$ cat config.mk
export PLATFORM = sky130hd
export DESIGN_NAME = dns_query_message_builder_core
export DESIGN_NICKNAME = d
export VERILOG_FILES = /design/src/rtl/core/dqmb_pkg.sv /design/src/rtl/core/dns_query_message_builder_core.sv
export SDC_FILE = /design/constraint.sdc
export NUM_CORES = 1
export LEC_CHECK = 0
export ABC_AREA = 1
export CORE_AREA = 2 2 196 198
export CTS_CLUSTER_SIZE = 8
export DETAILED_ROUTE_END_ITERATION = 16
export DIE_AREA = 0 0 198 200
export DONT_BUFFER_PORTS = 1
export HOLD_SLACK_MARGIN = 0.15
export SYNTH_ARGS = -nofsm -noshare
export SYNTH_HDL_FRONTEND = slang
export SYNTH_SLANG_ARGS = --single-unit
$ cat constraint.sdc
create_clock -name clk_i -period 3.35 [get_ports clk_i]
set_input_delay 0.335 -clock clk_i [delete_from_list [all_inputs] [get_ports clk_i]]
set_output_delay 0.335 -clock clk_i [all_outputs]
set_load 0.02 [all_outputs]
$ cat src/rtl/core/dqmb_pkg.sv
// shared types and constants for the dns query message builder
// no dependencies; imported by the core and its checker

package dqmb_pkg;

  localparam int unsigned AddrW = 4;
  localparam int unsigned DataW = 32;
  localparam int unsigned CntW  = 4;

  localparam logic [7:0]      DotChar    = 8'h2E;
  localparam logic [CntW-1:0] HdrLast    = CntW'(11);
  localparam logic [CntW-1:0] TrlLast    = CntW'(4);
  localparam logic [15:0]     FlagsReset = 16'h0100;
  localparam logic [15:0]     QtypeReset = 16'h0001;
  localparam logic [15:0]     QclsReset  = 16'h0001;

  // header byte positions
  localparam logic [CntW-1:0] HdrIdHi    = CntW'(0);
  localparam logic [CntW-1:0] HdrIdLo    = CntW'(1);
  localparam logic [CntW-1:0] HdrFlagsHi = CntW'(2);
  localparam logic [CntW-1:0] HdrFlagsLo = CntW'(3);
  localparam logic [CntW-1:0] HdrQdLo    = CntW'(5);

  // trailer byte positions
  localparam logic [CntW-1:0] TrlRoot    = CntW'(0);
  localparam logic [CntW-1:0] TrlTypeHi  = CntW'(1);
  localparam logic [CntW-1:0] TrlTypeLo  = CntW'(2);
  localparam logic [CntW-1:0] TrlClsHi   = CntW'(3);
  localparam logic [CntW-1:0] TrlClsLo   = CntW'(4);

  typedef enum logic [1:0] {
    REG_FLAGS = 2'd0,
    REG_QTYPE = 2'd1,
    REG_QCLS  = 2'd2
  } reg_idx_e;

  typedef enum logic [4:0] {
    ST_IDLE  = 5'b00001,
    ST_HDR   = 5'b00010,
    ST_LEN   = 5'b00100,
    ST_CHARS = 5'b01000,
    ST_TRL   = 5'b10000
  } state_e;

endpackage

$ cat src/rtl/core/dns_query_message_builder_core.sv
// dns query message builder core: header, label encoding and trailer sequencer
// depends on dqmb_pkg; label characters sit in a local synchronous memory

// Takes a dotted domain name one character per item and sends out the dns
// query message one byte per item in wire order. The item that opens a
// message puts out the 12-byte header first (id from that item, flags
// register, question count 1, three zero counts), which holds off input
// until the header has gone out. An ordinary character is written into the
// label memory. A dot, or end_of_name, that closes a nonempty label puts out
// the length byte and then reads the label back from the memory, one byte
// per cycle while the output is not stalled; the end adds the root zero
// byte, qtype and qclass, and message_last marks the final byte. Each
// character is buffered in the label memory on input and read back from it
// for sending, through its single write port and single read port.
// Input is taken only while the sequencer is idle. Labels longer than
// LABEL_MAX drop their extra characters and the length byte saturates with
// label_overflow set. The memory needs no clearing: only entries below the
// fill count are ever read, and each label entry is written before its first
// read, so no forwarding path is needed.

module dns_query_message_builder_core #(
  parameter int unsigned LABEL_MAX = 32
) (
  input  logic                        clk_i,
  input  logic                        rst_ni,
  // name characters
  input  logic                        in_valid_i,
  output logic                        in_ready_o,
  input  logic [7:0]                  name_char_i,
  input  logic                        end_of_name_i,
  input  logic [15:0]                 query_id_i,
  // message bytes
  output logic                        out_valid_o,
  input  logic                        out_ready_i,
  output logic [7:0]                  out_byte_o,
  output logic                        message_last_o,
  output logic                        label_overflow_o,
  // register port
  input  logic                        psel,
  input  logic                        penable,
  input  logic                        pwrite,
  input  logic [dqmb_pkg::AddrW-1:0]  paddr,
  input  logic [dqmb_pkg::DataW-1:0]  pwdata,
  output logic [dqmb_pkg::DataW-1:0]  prdata,
  output logic                        pready
);
  import dqmb_pkg::*;

  localparam int unsigned FillW = $clog2(LABEL_MAX + 1);
  localparam int unsigned IdxW  = (LABEL_MAX > 1) ? $clog2(LABEL_MAX) : 1;
  localparam logic [FillW-1:0] FillMax = FillW'(LABEL_MAX);

  // configuration registers
  logic [15:0] flags_q, qtype_q, qcls_q;
  logic        cfg_we;
  reg_idx_e    cfg_idx;

  assign pready  = 1'b1;
  assign cfg_we  = psel && penable && pwrite;
  assign cfg_idx = reg_idx_e'(paddr[3:2]);

  always_ff @(posedge clk_i or negedge rst_ni) begin
    if (!rst_ni) begin
      flags_q <= FlagsReset;
      qtype_q <= QtypeReset;
      qcls_q  <= QclsReset;
    end else if (cfg_we) begin
      unique case (cfg_idx)
        REG_FLAGS: flags_q <= pwdata[15:0];
        REG_QTYPE: qtype_q <= pwdata[15:0];
        REG_QCLS:  qcls_q  <= pwdata[15:0];
        default: ;
      endcase
    end
  end

  always_comb begin
    unique case (cfg_idx)
      REG_FLAGS: prdata = {16'h0000, flags_q};
      REG_QTYPE: prdata = {16'h0000, qtype_q};
      REG_QCLS:  prdata = {16'h0000, qcls_q};
      default:   prdata = '0;
    endcase
  end

  // sequencer state
  state_e           state_q, state_d;
  logic [CntW-1:0]  cnt_q, cnt_d;
  logic [IdxW-1:0]  idx_q, idx_d;
  logic [FillW-1:0] fill_q, fill_d;
  logic             ovf_q, ovf_d;
  logic             in_msg_q, in_msg_d;
  logic             end_q, end_d;
  logic [15:0]      id_q;

  // output register
  logic       ovalid_q, ovalid_d;
  logic [7:0] obyte_q, obyte_d;
  logic       olast_q, olast_d;
  logic       oovf_q, oovf_d;

  // label memory
  logic [7:0]      mem_q [LABEL_MAX];
  logic [7:0]      rdata_q;
  logic            mem_we;
  logic [IdxW-1:0] mem_waddr;

  logic             accept, adv, first, nonempty;
  logic [FillW-1:0] eff_fill;
  logic             eff_ovf;
  logic             emit;
  logic [7:0]       ebyte;
  logic             elast, eovf;

  assign in_ready_o = (state_q == ST_IDLE);
  assign accept     = in_valid_i && in_ready_o;
  assign adv        = !ovalid_q || out_ready_i;
  assign first      = !in_msg_q;
  assign eff_fill   = first ? '0 : fill_q;
  assign eff_ovf    = first ? 1'b0 : ovf_q;
  assign nonempty   = (eff_fill != '0) || eff_ovf;

  assign mem_waddr  = eff_fill[IdxW-1:0];
  assign mem_we     = accept && !end_of_name_i && (name_char_i != DotChar)
                      && (eff_fill < FillMax);

  always_ff @(posedge clk_i) begin
    if (mem_we) begin
      mem_q[mem_waddr] <= name_char_i;
    end
    rdata_q <= mem_q[idx_d];
  end

  always_ff @(posedge clk_i) begin
    if (accept && first) begin
      id_q <= query_id_i;
    end
  end

  always_comb begin
    state_d  = state_q;
    cnt_d    = cnt_q;
    idx_d    = idx_q;
    fill_d   = fill_q;
    ovf_d    = ovf_q;
    in_msg_d = in_msg_q;
    end_d    = end_q;
    emit     = 1'b0;
    ebyte    = 8'h00;
    elast    = 1'b0;
    eovf     = 1'b0;

    unique case (state_q)
      ST_IDLE: begin
        if (accept) begin
          end_d    = end_of_name_i;
          in_msg_d = !end_of_name_i;
          fill_d   = eff_fill;
          ovf_d    = eff_ovf;
          cnt_d    = '0;
          idx_d    = '0;
          if (!end_of_name_i && name_char_i != DotChar) begin
            if (eff_fill < FillMax) begin
              fill_d = eff_fill + FillW'(1);
            end else begin
              ovf_d = 1'b1;
            end
          end
          if (first) begin
            state_d = ST_HDR;
          end else if (end_of_name_i || name_char_i == DotChar) begin
            if (nonempty) begin
              state_d = ST_LEN;
            end else if (end_of_name_i) begin
              state_d = ST_TRL;
            end
          end
        end
      end

      ST_HDR: begin
        emit = 1'b1;
        case (cnt_q)
          HdrIdHi:    ebyte = id_q[15:8];
          HdrIdLo:    ebyte = id_q[7:0];
          HdrFlagsHi: ebyte = flags_q[15:8];
          HdrFlagsLo: ebyte = flags_q[7:0];
          HdrQdLo:    ebyte = 8'h01;
          default:    ebyte = 8'h00;
        endcase
        if (adv) begin
          cnt_d = cnt_q + CntW'(1);
          if (cnt_q == HdrLast) begin
            // label holds only the opening item's character, if any, right after the header
            cnt_d   = '0;
            state_d = end_q ? ST_TRL : ST_IDLE;
          end
        end
      end

      ST_LEN: begin
        emit  = 1'b1;
        ebyte = 8'(fill_q);
        eovf  = ovf_q;
        if (adv) begin
          idx_d   = '0;
          state_d = ST_CHARS;
        end
      end

      ST_CHARS: begin
        emit  = 1'b1;
        ebyte = rdata_q;
        if (adv) begin
          if (FillW'(idx_q) + FillW'(1) == fill_q) begin
            fill_d  = '0;
            ovf_d   = 1'b0;
            cnt_d   = '0;
            state_d = end_q ? ST_TRL : ST_IDLE;
          end else begin
            idx_d = idx_q + IdxW'(1);
          end
        end
      end

      ST_TRL: begin
        emit = 1'b1;
        case (cnt_q)
          TrlRoot:   ebyte = 8'h00;
          TrlTypeHi: ebyte = qtype_q[15:8];
          TrlTypeLo: ebyte = qtype_q[7:0];
          TrlClsHi:  ebyte = qcls_q[15:8];
          TrlClsLo:  ebyte = qcls_q[7:0];
          default:   ebyte = 8'h00;
        endcase
        elast = (cnt_q == TrlLast);
        if (adv) begin
          cnt_d = cnt_q + CntW'(1);
          if (cnt_q == TrlLast) begin
            cnt_d   = '0;
            state_d = ST_IDLE;
          end
        end
      end

      default: state_d = ST_IDLE;
    endcase
  end

  // output register loads whenever the slot is free or being drained
  always_comb begin
    ovalid_d = ovalid_q;
    obyte_d  = obyte_q;
    olast_d  = olast_q;
    oovf_d   = oovf_q;
    if (adv) begin
      ovalid_d = emit;
      obyte_d  = ebyte;
      olast_d  = elast;
      oovf_d   = eovf;
    end
  end

  always_ff @(posedge clk_i or negedge rst_ni) begin
    if (!rst_ni) begin
      state_q  <= ST_IDLE;
      cnt_q    <= '0;
      idx_q    <= '0;
      fill_q   <= '0;
      ovf_q    <= 1'b0;
      in_msg_q <= 1'b0;
      end_q    <= 1'b0;
      ovalid_q <= 1'b0;
    end else begin
      state_q  <= state_d;
      cnt_q    <= cnt_d;
      idx_q    <= idx_d;
      fill_q   <= fill_d;
      ovf_q    <= ovf_d;
      in_msg_q <= in_msg_d;
      end_q    <= end_d;
      ovalid_q <= ovalid_d;
    end
  end

  always_ff @(posedge clk_i) begin
    obyte_q <= obyte_d;
    olast_q <= olast_d;
    oovf_q  <= oovf_d;
  end

  assign out_valid_o      = ovalid_q;
  assign out_byte_o       = obyte_q;
  assign message_last_o   = olast_q;
  assign label_overflow_o = oovf_q;

endmodule

# Word level (Yosys, flattened, before mapping)

Memory sizes are Yosys's and may differ from the RTL's. A register that Yosys moved wholly into a read port is not among the register bits.
Index checks and enable logic that the tools add are counted.

Register bits: 98
Memory bits (writable): 256
Output and inout port bits: 45
Memories kept: 1

Add/subtract/negate cells: 4
$lt $le $gt $ge: 1
Eq/ne operators: 26
Multiplexer cells: 48
Reduce and logical (&&, ||, !) cells: 27

Memories:

| name  | words | width | read ports | clocked after Yosys merged registers in | write ports | line                                  | RTL |
|---|---|---|---|---|---|---|---|
| mem_q | 32    | 8     | 1          | 1                                       | 1           | dns_query_message_builder_core.sv:103 | `logic [7:0] mem_q [LABEL_MAX];` |

Operator list:

| cell                  | count |
|---|---|
| $mux W5               | 17 |
| $pmux W8 S4           | 2 |
| $pmux W16 S3          | 1 |
| $pmux W8 S5           | 1 |
| $mux W6               | 6 |
| $mux W4               | 7 |
| $pmux W5 S5           | 1 |
| $pmux W4 S4           | 1 |
| $pmux W5 S3           | 1 |
| $ne A2 B2 Y1 const B  | 7 |
| $pmux W6 S2           | 1 |
| $reduce_and A10 Y1    | 1 |
| $mux W1               | 9 |
| $eq A4 B2 Y1 const B  | 2 |
| $eq A4 B3 Y1 const B  | 2 |
| $eq A8 B6 Y1 const B  | 1 |
| $logic_and A1 B1 Y1   | 8 |
| $ne A8 B6 Y1 const B  | 1 |
| $reduce_and A2 Y1     | 4 |
| $add A5 B1 Y6 const B | 1 |
| $add A6 B1 Y6 const B | 1 |
| $eq A6 B6 Y1          | 1 |
| $lt A6 B6 Y1 const B  | 1 |
| $reduce_and A6 Y1     | 1 |
| other kinds (24)      | 28 |

# Depth between registers and ports, before layout

Gate-level depths: netlist of run 1.

Word-level depth: 8
Gate-level depth with buffers: 23

# Worst setup path after synthesis of run 1

No wires, ideal clock.

Kind: register to register
Start point: register idx_q[0]
End point: register rdata_q[2] (read register of mem_q)
Data arrival time: 2.249 ns
Path slack: 0.989 ns
Stages on the path, launching flop included: 23
Buffers on the path: 2
Path through: dfrtp_1 ha_1 inv_1 nand2_1 nand2_1 nor2_1 nand3_1 nor2_1 nand3_2 nand2_2 nand2_1 nand2_1 nand2_2 nand2_2 buf_6 buf_6 nand2_1 nand3_1 nand3_1 nand3_1 nand2_1 nand2_1 nand2_1

Word-level cells in the longest chain between the ends: 5
Elaborated cells between the ends (all ways): 8
Those cells by class: 2 x add/sub; 1 x eq/ne; 5 x mux

Ends and longest elaborated chain:

| what                     | line                                  | RTL |
|---|---|---|
| start: declaration       | dns_query_message_builder_core.sv:89  | `logic [IdxW-1:0] idx_q, idx_d;` |
| start signal: assignment | dns_query_message_builder_core.sv:277 | `idx_q <= idx_d;` |
| $add A5 B1 Y6            | dns_query_message_builder_core.sv:215 | `if (FillW'(idx_q) + FillW'(1) == fill_q) begin` |
| $eq A6 B6 Y1             | dns_query_message_builder_core.sv:215 |  |
| $mux W5                  | dns_query_message_builder_core.sv:215 |  |
| $mux W5                  | dns_query_message_builder_core.sv:214 | `if (adv) begin` |
| $pmux W5 S3 *            | dns_query_message_builder_core.sv:153 | `unique case (state_q)` |
| end: declaration         | dns_query_message_builder_core.sv:104 | `logic [7:0] rdata_q;` |

Mark *: on every way between the ends. The rest lies on a longest branch, timed or not.
A chain may end at the register's enable or synchronous reset.

# Worst setup path after layout of run 1

Start point: register state_q[1]
End point: register rdata_q[4] (read register of mem_q)

Word-level cells in the longest chain between the ends: 4
Elaborated cells between the ends (all ways): 6
Those cells by class: 3 x eq/ne; 2 x mux; 1 x reduce/logical

Ends and longest elaborated chain:

| what                     | line                                                                         | RTL |
|---|---|---|
| start: declaration       | dns_query_message_builder_core.sv:87                                         | `state_e state_q, state_d;` |
| start signal: assignment | dns_query_message_builder_core.sv:275                                        | `state_q <= state_d;` |
| $eq A5 B1 Y1             | dns_query_message_builder_core.sv:115, dns_query_message_builder_core.sv:153 |  |
| $logic_and A1 B1 Y1      | dns_query_message_builder_core.sv:116                                        | `assign accept = in_valid_i && in_ready_o;` |
| $mux W5                  | dns_query_message_builder_core.sv:155                                        | `if (accept) begin` |
| $pmux W5 S3 *            | dns_query_message_builder_core.sv:153                                        |  |

Marked as above.

==> metrics.md, run 1 <==
| Metric | Value |
|---|---|
| Class of the tightest hold or removal check | in -> reg |
| Number of max-slew violations in the final report | 0 |
| Clock transition at the registers of the reported paths | approximately 50 ps |
| Number of placed instances with taps included | between 2,000 and 2,500 |
| Post-DR vias/cell | 5.19 |
| Count of clock tree sinks | 362 |
| Vias post-DR | around 12,000 |
| Leakage power | 8.08 nW |
| Last weighted congestion value of the routability-driven placer | 0.857 |
| Placed inst area | 0.0174 mm2 |
| Number of remaining DRC errors | 0 |
| Total track usage | 22.4% |
| Largest vdd supply drop | 0.397 mV |
| Rows | 71 |
| Num ports | 113 |
| Syn Area/Cell | 9.83 um2 |
| Slew headroom | 52.1% |
| Routed wirelength normalized by instance count | 18.7 um |
| Area of all placed cells without fillers | 0.0195 mm2 |
| Area of the die | 0.0396 mm2 |
| Initial antenna violation count | 1 |
| Count of port buffers added during placement | 0 |
| Effective utilization at floorplan | 44.5% |
| Layout area overhead | 16.9% |
| Number of flip-flops and latches in the synthesized netlist | 362 |
| CP endpoint kind | flop |
| Core Box Area | between 0.03 and 0.04 mm2 |
| Share of post-route cells with drive strength above 1 | 8.64% |
| Synthesized instance count | 1,694 |
| Max Fclk | 323 MHz |
| Crit Path Max Fanout | 48 |
| Sequential fraction of the synthesis area | between 60% and 70% |
| Finish-stage setup viols | 0 |
| Final worst path period need | 3090 ps |
| Y dimension of the die | about 200 um |
| Number of nets with antenna violations after routing | 0 |
| Total Routed Length | roughly 44,000 um |
| Width of the die | between 150 and 200 um |
| Bufs on Longest Clock Path | 3 |
| Total clock buffers created by CTS | 51 |
| Final net count | 1,862 |
| Power per cell area | 599 mW/mm2 |
| Initial DRC count | about 1,100 |
| First-pass GRT wire length | 66,900 um |
| Total overflow reported by the global router | 0 |
| Min setup slack post-route | 256 ps |
| Total number of H-tree levels | 2 |
| Detailed placer's ending HPWL | 26,100 um |
| CP Launch Type | flop |
| Critical path type | reg -> reg |
| Outcome | finished, final reports clean |
| Post-Route Setup TNS | 0 ps |
| RSZ-0062 raised after global routing | no |
| Final hold violation count | 0 |
| Crit path required time | 3820 ps |
| Worst-margin pin slew | 716 ps |
| Final core utilization | between 50 and 60% |
| Final-layout worst hold slack | 175 ps |
| Tcrit/Tclk final | between 90 and 100% |
| Maxcap violations | 0 |
| Number of global-route vias before repair | 11,600 |
| Largest net degree at the start of global routing | 73 |
| Summed instance area of the synthesized netlist | between 0.015 and 0.02 mm2 |
| Yosys Warn Count | 0 |
| Post-route clock skew | around 34 ps |
| Number of setup buffers added after CTS | 0 |
| Final non-filler cell total | between 2,000 and 2,500 |
| Clock network latency to the later pin of the worst-skew pair | approximately 600 ps |
| Clock tree from TritonCTS | yes |
| Post-placement setup slack | 268 ps |
| Cell chosen for the clock root | clkbuf_16 |
| Number of distinct library cells after synthesis | 45 |
| Number of iterations in the first detailed-routing pass | 5 |
| Overall power of the completed layout | 11.7 mW |
| Arrival time at the worst endpoint | 3570 ps |
kinds of logic after synthesis:
logic type | after synthesis | synth area share (%)
AND/OR/NAND/NOR | 866 | 22.9
multiplexers | 2 | 0.135
other | 2 | 0.0451
AO/OA/AOI/OAI | 136 | 5.18
adder cells (fa/ha/maj) | 9 | 0.676
flip-flops | 362 | 62.6
buffers and inverters | 317 | 8.47
critical path, stage by stage (launching register included):
cell and delay (ps):
dfrtp_1 370, nor2_1 220, nand3_1 240, inv_2 300, nor3_2 120, nor2_1 140
nand2_1 150, nand2_4 160, buf_4 470, nand3_1 130, nand3_1 150, nand3_1 150
nand3_1 140, nand2_1 90, nand2_1 70, nand2_1 70
timing repair:
| item | in CTS | in global routing |
|---|---|---|
| endpoints found under the hold margin | 396 | 0 |
| resized for setup | 0 | 1 |
| hold buffers | 53 | 0 |
| endpoints found under the setup margin | 0 | 2 |
power breakdown:
group / total, mW / switching, mW / internal, mW
Sequential: 5.43 / 0.255 / 5.17
Combinational: 1.52 / 1.03 / 0.486
Clock: 4.72 / 1.90 / 2.83
Total: 11.7 / 3.18 / 8.49
path summary, 6_finish.rpt:
kind	to	cells past startpoint	start	slack, ps
worst max-delay path	rdata_q[4]	15	state_q[1]	260
worst min-delay path	ovf_q	5	end_of_name_i	170
worst max register to register	rdata_q[4]	15	state_q[1]	260
worst min register to register	qcls_q[13]	2	qcls_q[13]	490
max in group asynchronous	qcls_q[0]	2	rst_ni	2690
min in group asynchronous	state_q[2]	2	rst_ni	310
synth_stat cells (all sizes together):
library cell / instances / share of area [%]
nand2: 448 / 10
nand3: 295 / 8.9
edfxtp: 282 / 51
inv: 219 / 4.9
buf: 74 / 3.0
nor2: 72 / 1.6
dfrtp: 68 / 10
o21ai: 68 / 2.1
nand3b: 32 / 1.4
clkbuf: 23 / 0.52
o211ai: 15 / 0.68
a221oi: 14 / 0.74
a21oi: 10 / 0.30
o22ai: 10 / 0.45
ha: 9 / 0.68
nor3: 9 / 0.30
dfxtp: 8 / 0.96
nand4: 6 / 0.26
o221ai: 6 / 0.32
o2111ai: 5 / 0.26
dfstp: 4 / 0.63
a31oi: 2 / 0.075
conb: 2 / 0.045
mux2: 2 / 0.14
nor4: 2 / 0.11
o21bai: 2 / 0.090
a211oi: 1 / 0.045
a22o: 1 / 0.053
a32o: 1 / 0.060
and3: 1 / 0.038
clkinv: 1 / 0.023
nor3b: 1 / 0.045
o31ai: 1 / 0.045
metal layers:
metal | global-route usage (%) | wire length (um) | vias up
met3 | 3.41 | 2930 | 91
met2 | 35.6 | 19800 | 432
met4 | 8.80 | 1460 | 0
met1 | 31.3 | 19400 | 5704
li1 | - | - | 5859
met5 | 0 | 0 | -
flip-flops by register name (all words and copies together), names as in the netlist, 4 cells and up:
name        count
cnt_q           4
fill_q          6
flags_q        16
id_q           16
idx_q           5
mem_q         256
out_byte_o      8
qcls_q         16
qtype_q        16
rdata_q         8
state_q         5
cell type report:
type,instances,area [um2]
multi-input cells,1030,4890
clock buffers,81,1400
repair buffers,120,1230
fillers,3322,17900
diodes,1,2.50
flip-flops and latches,362,10400
clock inverters,4,52.6
inverters,220,826
well taps,511,639
cells in the final DEF (no fill, tap or decap), types with 2 or more instances in the layout:
master	instances
nand3b_1	32
mux2_2	2
buf_4	58
buf_12	16
inv_2	7
inv_1	212
o22ai_1	8
a21oi_1	10
nand2_4	3
nor2_1	72
o22ai_2	2
ha_1	9
o2111ai_1	5
o21bai_1	2
o211ai_1	15
nand4_1	5
o221ai_1	6
dfxtp_1	8
nor3_1	8
dlygate4sd3_1	44
nand2_2	2
clkbuf_1	29
edfxtp_1	282
dfstp_2	4
clkbuf_16	51
a221oi_1	14
inv_6	2
o21ai_0	67
dfrtp_1	68
conb_1	17
nand2_1	443
nand3_1	294
a31oi_1	2
No activity file was read; power rests on OpenSTA's default activity.
==> run 2: changes to the inputs <==
Settings changed: CORE_AREA 2 2 196 198 to 2 2 186 188, DIE_AREA 0 0 198 200 to 0 0 188 190.
==> metrics.md, run 2 (same netlist as run 1, synthesis figures left out) <==
| Metric | Value |
|---|---|
| Largest net degree at the start of global routing | 76 |
| Number of iterations in the first detailed-routing pass | 7 |
| Routed wirelength normalized by instance count | between 15 and 20 um |
| RSZ-0062 raised after global routing | no |
| Net Sw Power | between 3 and 4 mW |
| Critical path type | reg -> reg |
| Count of port buffers added during placement | 0 |
| Outcome | finished, final reports clean |
| Max Fclk | 330 MHz |
| Final non-filler cell total | approximately 2,300 |
| Leakage power | 8.06 nW |
| Number of flip-flops under the largest register name | ~260 |
| Library cell appearing most often on the critical path | nand2_1 |
| Cell chosen for the clock root | clkbuf_16 |
| Total overflow reported by the global router | 0 |
| Sw frac | a little over a quarter |
| Largest vdd supply drop | 0.460 mV |
| Clock network latency to the later pin of the worst-skew pair | 580 ps |
| Worst-margin pin slew | 1140 ps |
| Number of nets with antenna violations after routing | 0 |
| Post-DR vias/cell | 5.33 |
| CP Launch Type | flop |
| First-pass GRT wire length | 66,200 um |
| Final hold violation count | 0 |
| Tcrit/Tclk final | 90.4% |
| Post-Route Setup TNS | 0 ps |
| Post-route clock skew | around 22 ps |
| Max incr delay on CP | 420 ps |
| Core Box Area | 0.0339 mm2 |
| Power per cell area | about 600 mW/mm2 |
| Finish-stage setup viols | 0 |
| Largest Register | mem_q |
| Share of total power in the clock network | 40.5% |
| Slew headroom | between 20% and 30% |
| Effective utilization at floorplan | roughly 49% |
| Number of max-slew violations in the final report | 0 |
| Num ports | 113 |
| Area of all placed cells without fillers | 0.0194 mm2 |
| Count of clock tree sinks | ~360 |
| CP endpoint kind | flop |
| Rows | 68 |
| Number of global-route vias before repair | 11,600 |
| Overall power of the completed layout | about 12 mW |
| Maxcap violations | 0 |
| Pint | 8.51 mW |
| Fill cell instance count of the final layout | 2,948 |
| Flop pwr share | 46.6% |
| Vias post-DR | between 10,000 and 15,000 |
| Last weighted congestion value of the routability-driven placer | 0.885 |
| Final worst path period need | 3030 ps |
| Bufs on Longest Clock Path | 3 |
| Detailed placer's ending HPWL | 25,800 um |
| Total clock buffers created by CTS | 51 |
| Total number of H-tree levels | 2 |
| Layout area overhead | 16.5% |
| Clock tree from TritonCTS | yes |
| Crit Path Max Fanout | 75 |
| Number of placed instances with taps included | 2,132 |
| Final core utilization | 57.2% |
| Share of post-route cells with drive strength above 1 | ~8.4% |
| Slowest cell on the critical path | dfrtp_1 |
| Area of the die | 0.0357 mm2 |
| Clock transition at the registers of the reported paths | 50 ps |
| Crit path required time | 3860 ps |
| Placed inst area | 0.0173 mm2 |
| Initial DRC count | between 900 and 1,000 |
| Width of the die | 188 um |
| Arrival time at the worst endpoint | 3540 ps |
| Initial antenna violation count | 3 |
| Most frequent cells in the layout | nand2_1, nand3_1, edfxtp_1 |
| Power share of the combinational group | 12.9% |
| Y dimension of the die | 190 um |
| Total Routed Length | ~43,000 um |
| Critical Path, Cell by Cell | ha_1 -> inv_1 -> nand2_1 -> nand2_1 -> nor2_1 -> nand3_1 -> nor2_1 -> nand3_2 -> nand2_2 -> nand2_1 -> nand2_1 -> nand2_4 -> nand2_4 -> buf_12 -> nand2_1 -> nand2_1 -> nand2_1 -> nand3_1 -> nand3_1 -> nand2_1 -> nand2_1 -> nand2_1 |
| Number of remaining DRC errors | 0 |
| Final net count | 1,861 |
| Class of the tightest hold or removal check | in -> reg |
| Total track usage | 24.2% |
| Most common library cell in the layout ignoring fill and taps | nand2_1 |
-- run 2: critical path, delay by kind of cell (launching register included) --
| family | cells | cell delay, ps |
|---|---|---|
| buf+inv | 2 | 370 |
| flops | 1 | 420 |
| simple gates | 19 | 1740 |
| fa+ha+maj | 1 | 330 |
-- run 2: stage by stage --
stage / hold slack, ps / setup WS (ps)
finish: 191 / 322
global route: 234 / 18.5
CTS: 163 / 332
detailed placement: 43.3 / 366
global placement: 42.8 / 391
floorplan: 39.4 / 989
-- run 2: per-layer routing --
metal,vias up,wire (um),global-route usage (%)
li1,5881,-,-
met1,5714,18500,33.7
met2,473,19700,37.9
met3,82,3230,4.80
met4,8,1210,9.21
met5,-,50,0
-- run 2: final cells by class --
type | count | area (um2) | share of cell area (%)
flip-flops and latches | 362 | 10400 | 53.8
well taps | 455 | 569 | 2.93
multi-input cells | 1030 | 4890 | 25.2
clock buffers | 91 | 1430 | 7.35
repair buffers | 119 | 1210 | 6.26
diodes | 2 | 5.00 | 0.0258
clock inverters | 4 | 38.8 | 0.200
inverters | 220 | 826 | 4.26
-- run 2: worst paths after layout --
check / from / depth (start not counted) / slack, ps / end
max: idx_q[1] / 22 / 320 / rdata_q[4]
min: end_of_name_i / 6 / 190 / fill_q[0]
max reg2reg: idx_q[1] / 22 / 320 / rdata_q[4]
min reg2reg: qcls_q[13] / 2 / 480 / qcls_q[13]
max in group asynchronous: rst_ni / 2 / 2660 / qtype_q[0]
min in group asynchronous: rst_ni / 2 / 320 / cnt_q[1]
-- run 2: what timing repair did --
| action | 4_1_cts | 5_1_grt |
|---|---|---|
| resized for setup | 0 | 0 |
| hold endpoints to repair | 395 | 0 |
| buffers inserted | 0 | 0 |
| hold buffers | 54 | 0 |
-- run 2: power groups by stage --
| stage | Sequential, mW | Clock, mW | Combinational (mW) |
|---|---|---|---|
| floorplan | 5.43 | 0 | 0.990 |
| global placement | 5.50 | 0 | 1.32 |
| detailed placement | 5.50 | 0 | 1.35 |
| CTS | 5.42 | 4.81 | 1.50 |
| global route | 5.45 | 5.01 | 1.67 |
| finish | 5.43 | 4.73 | 1.51 |
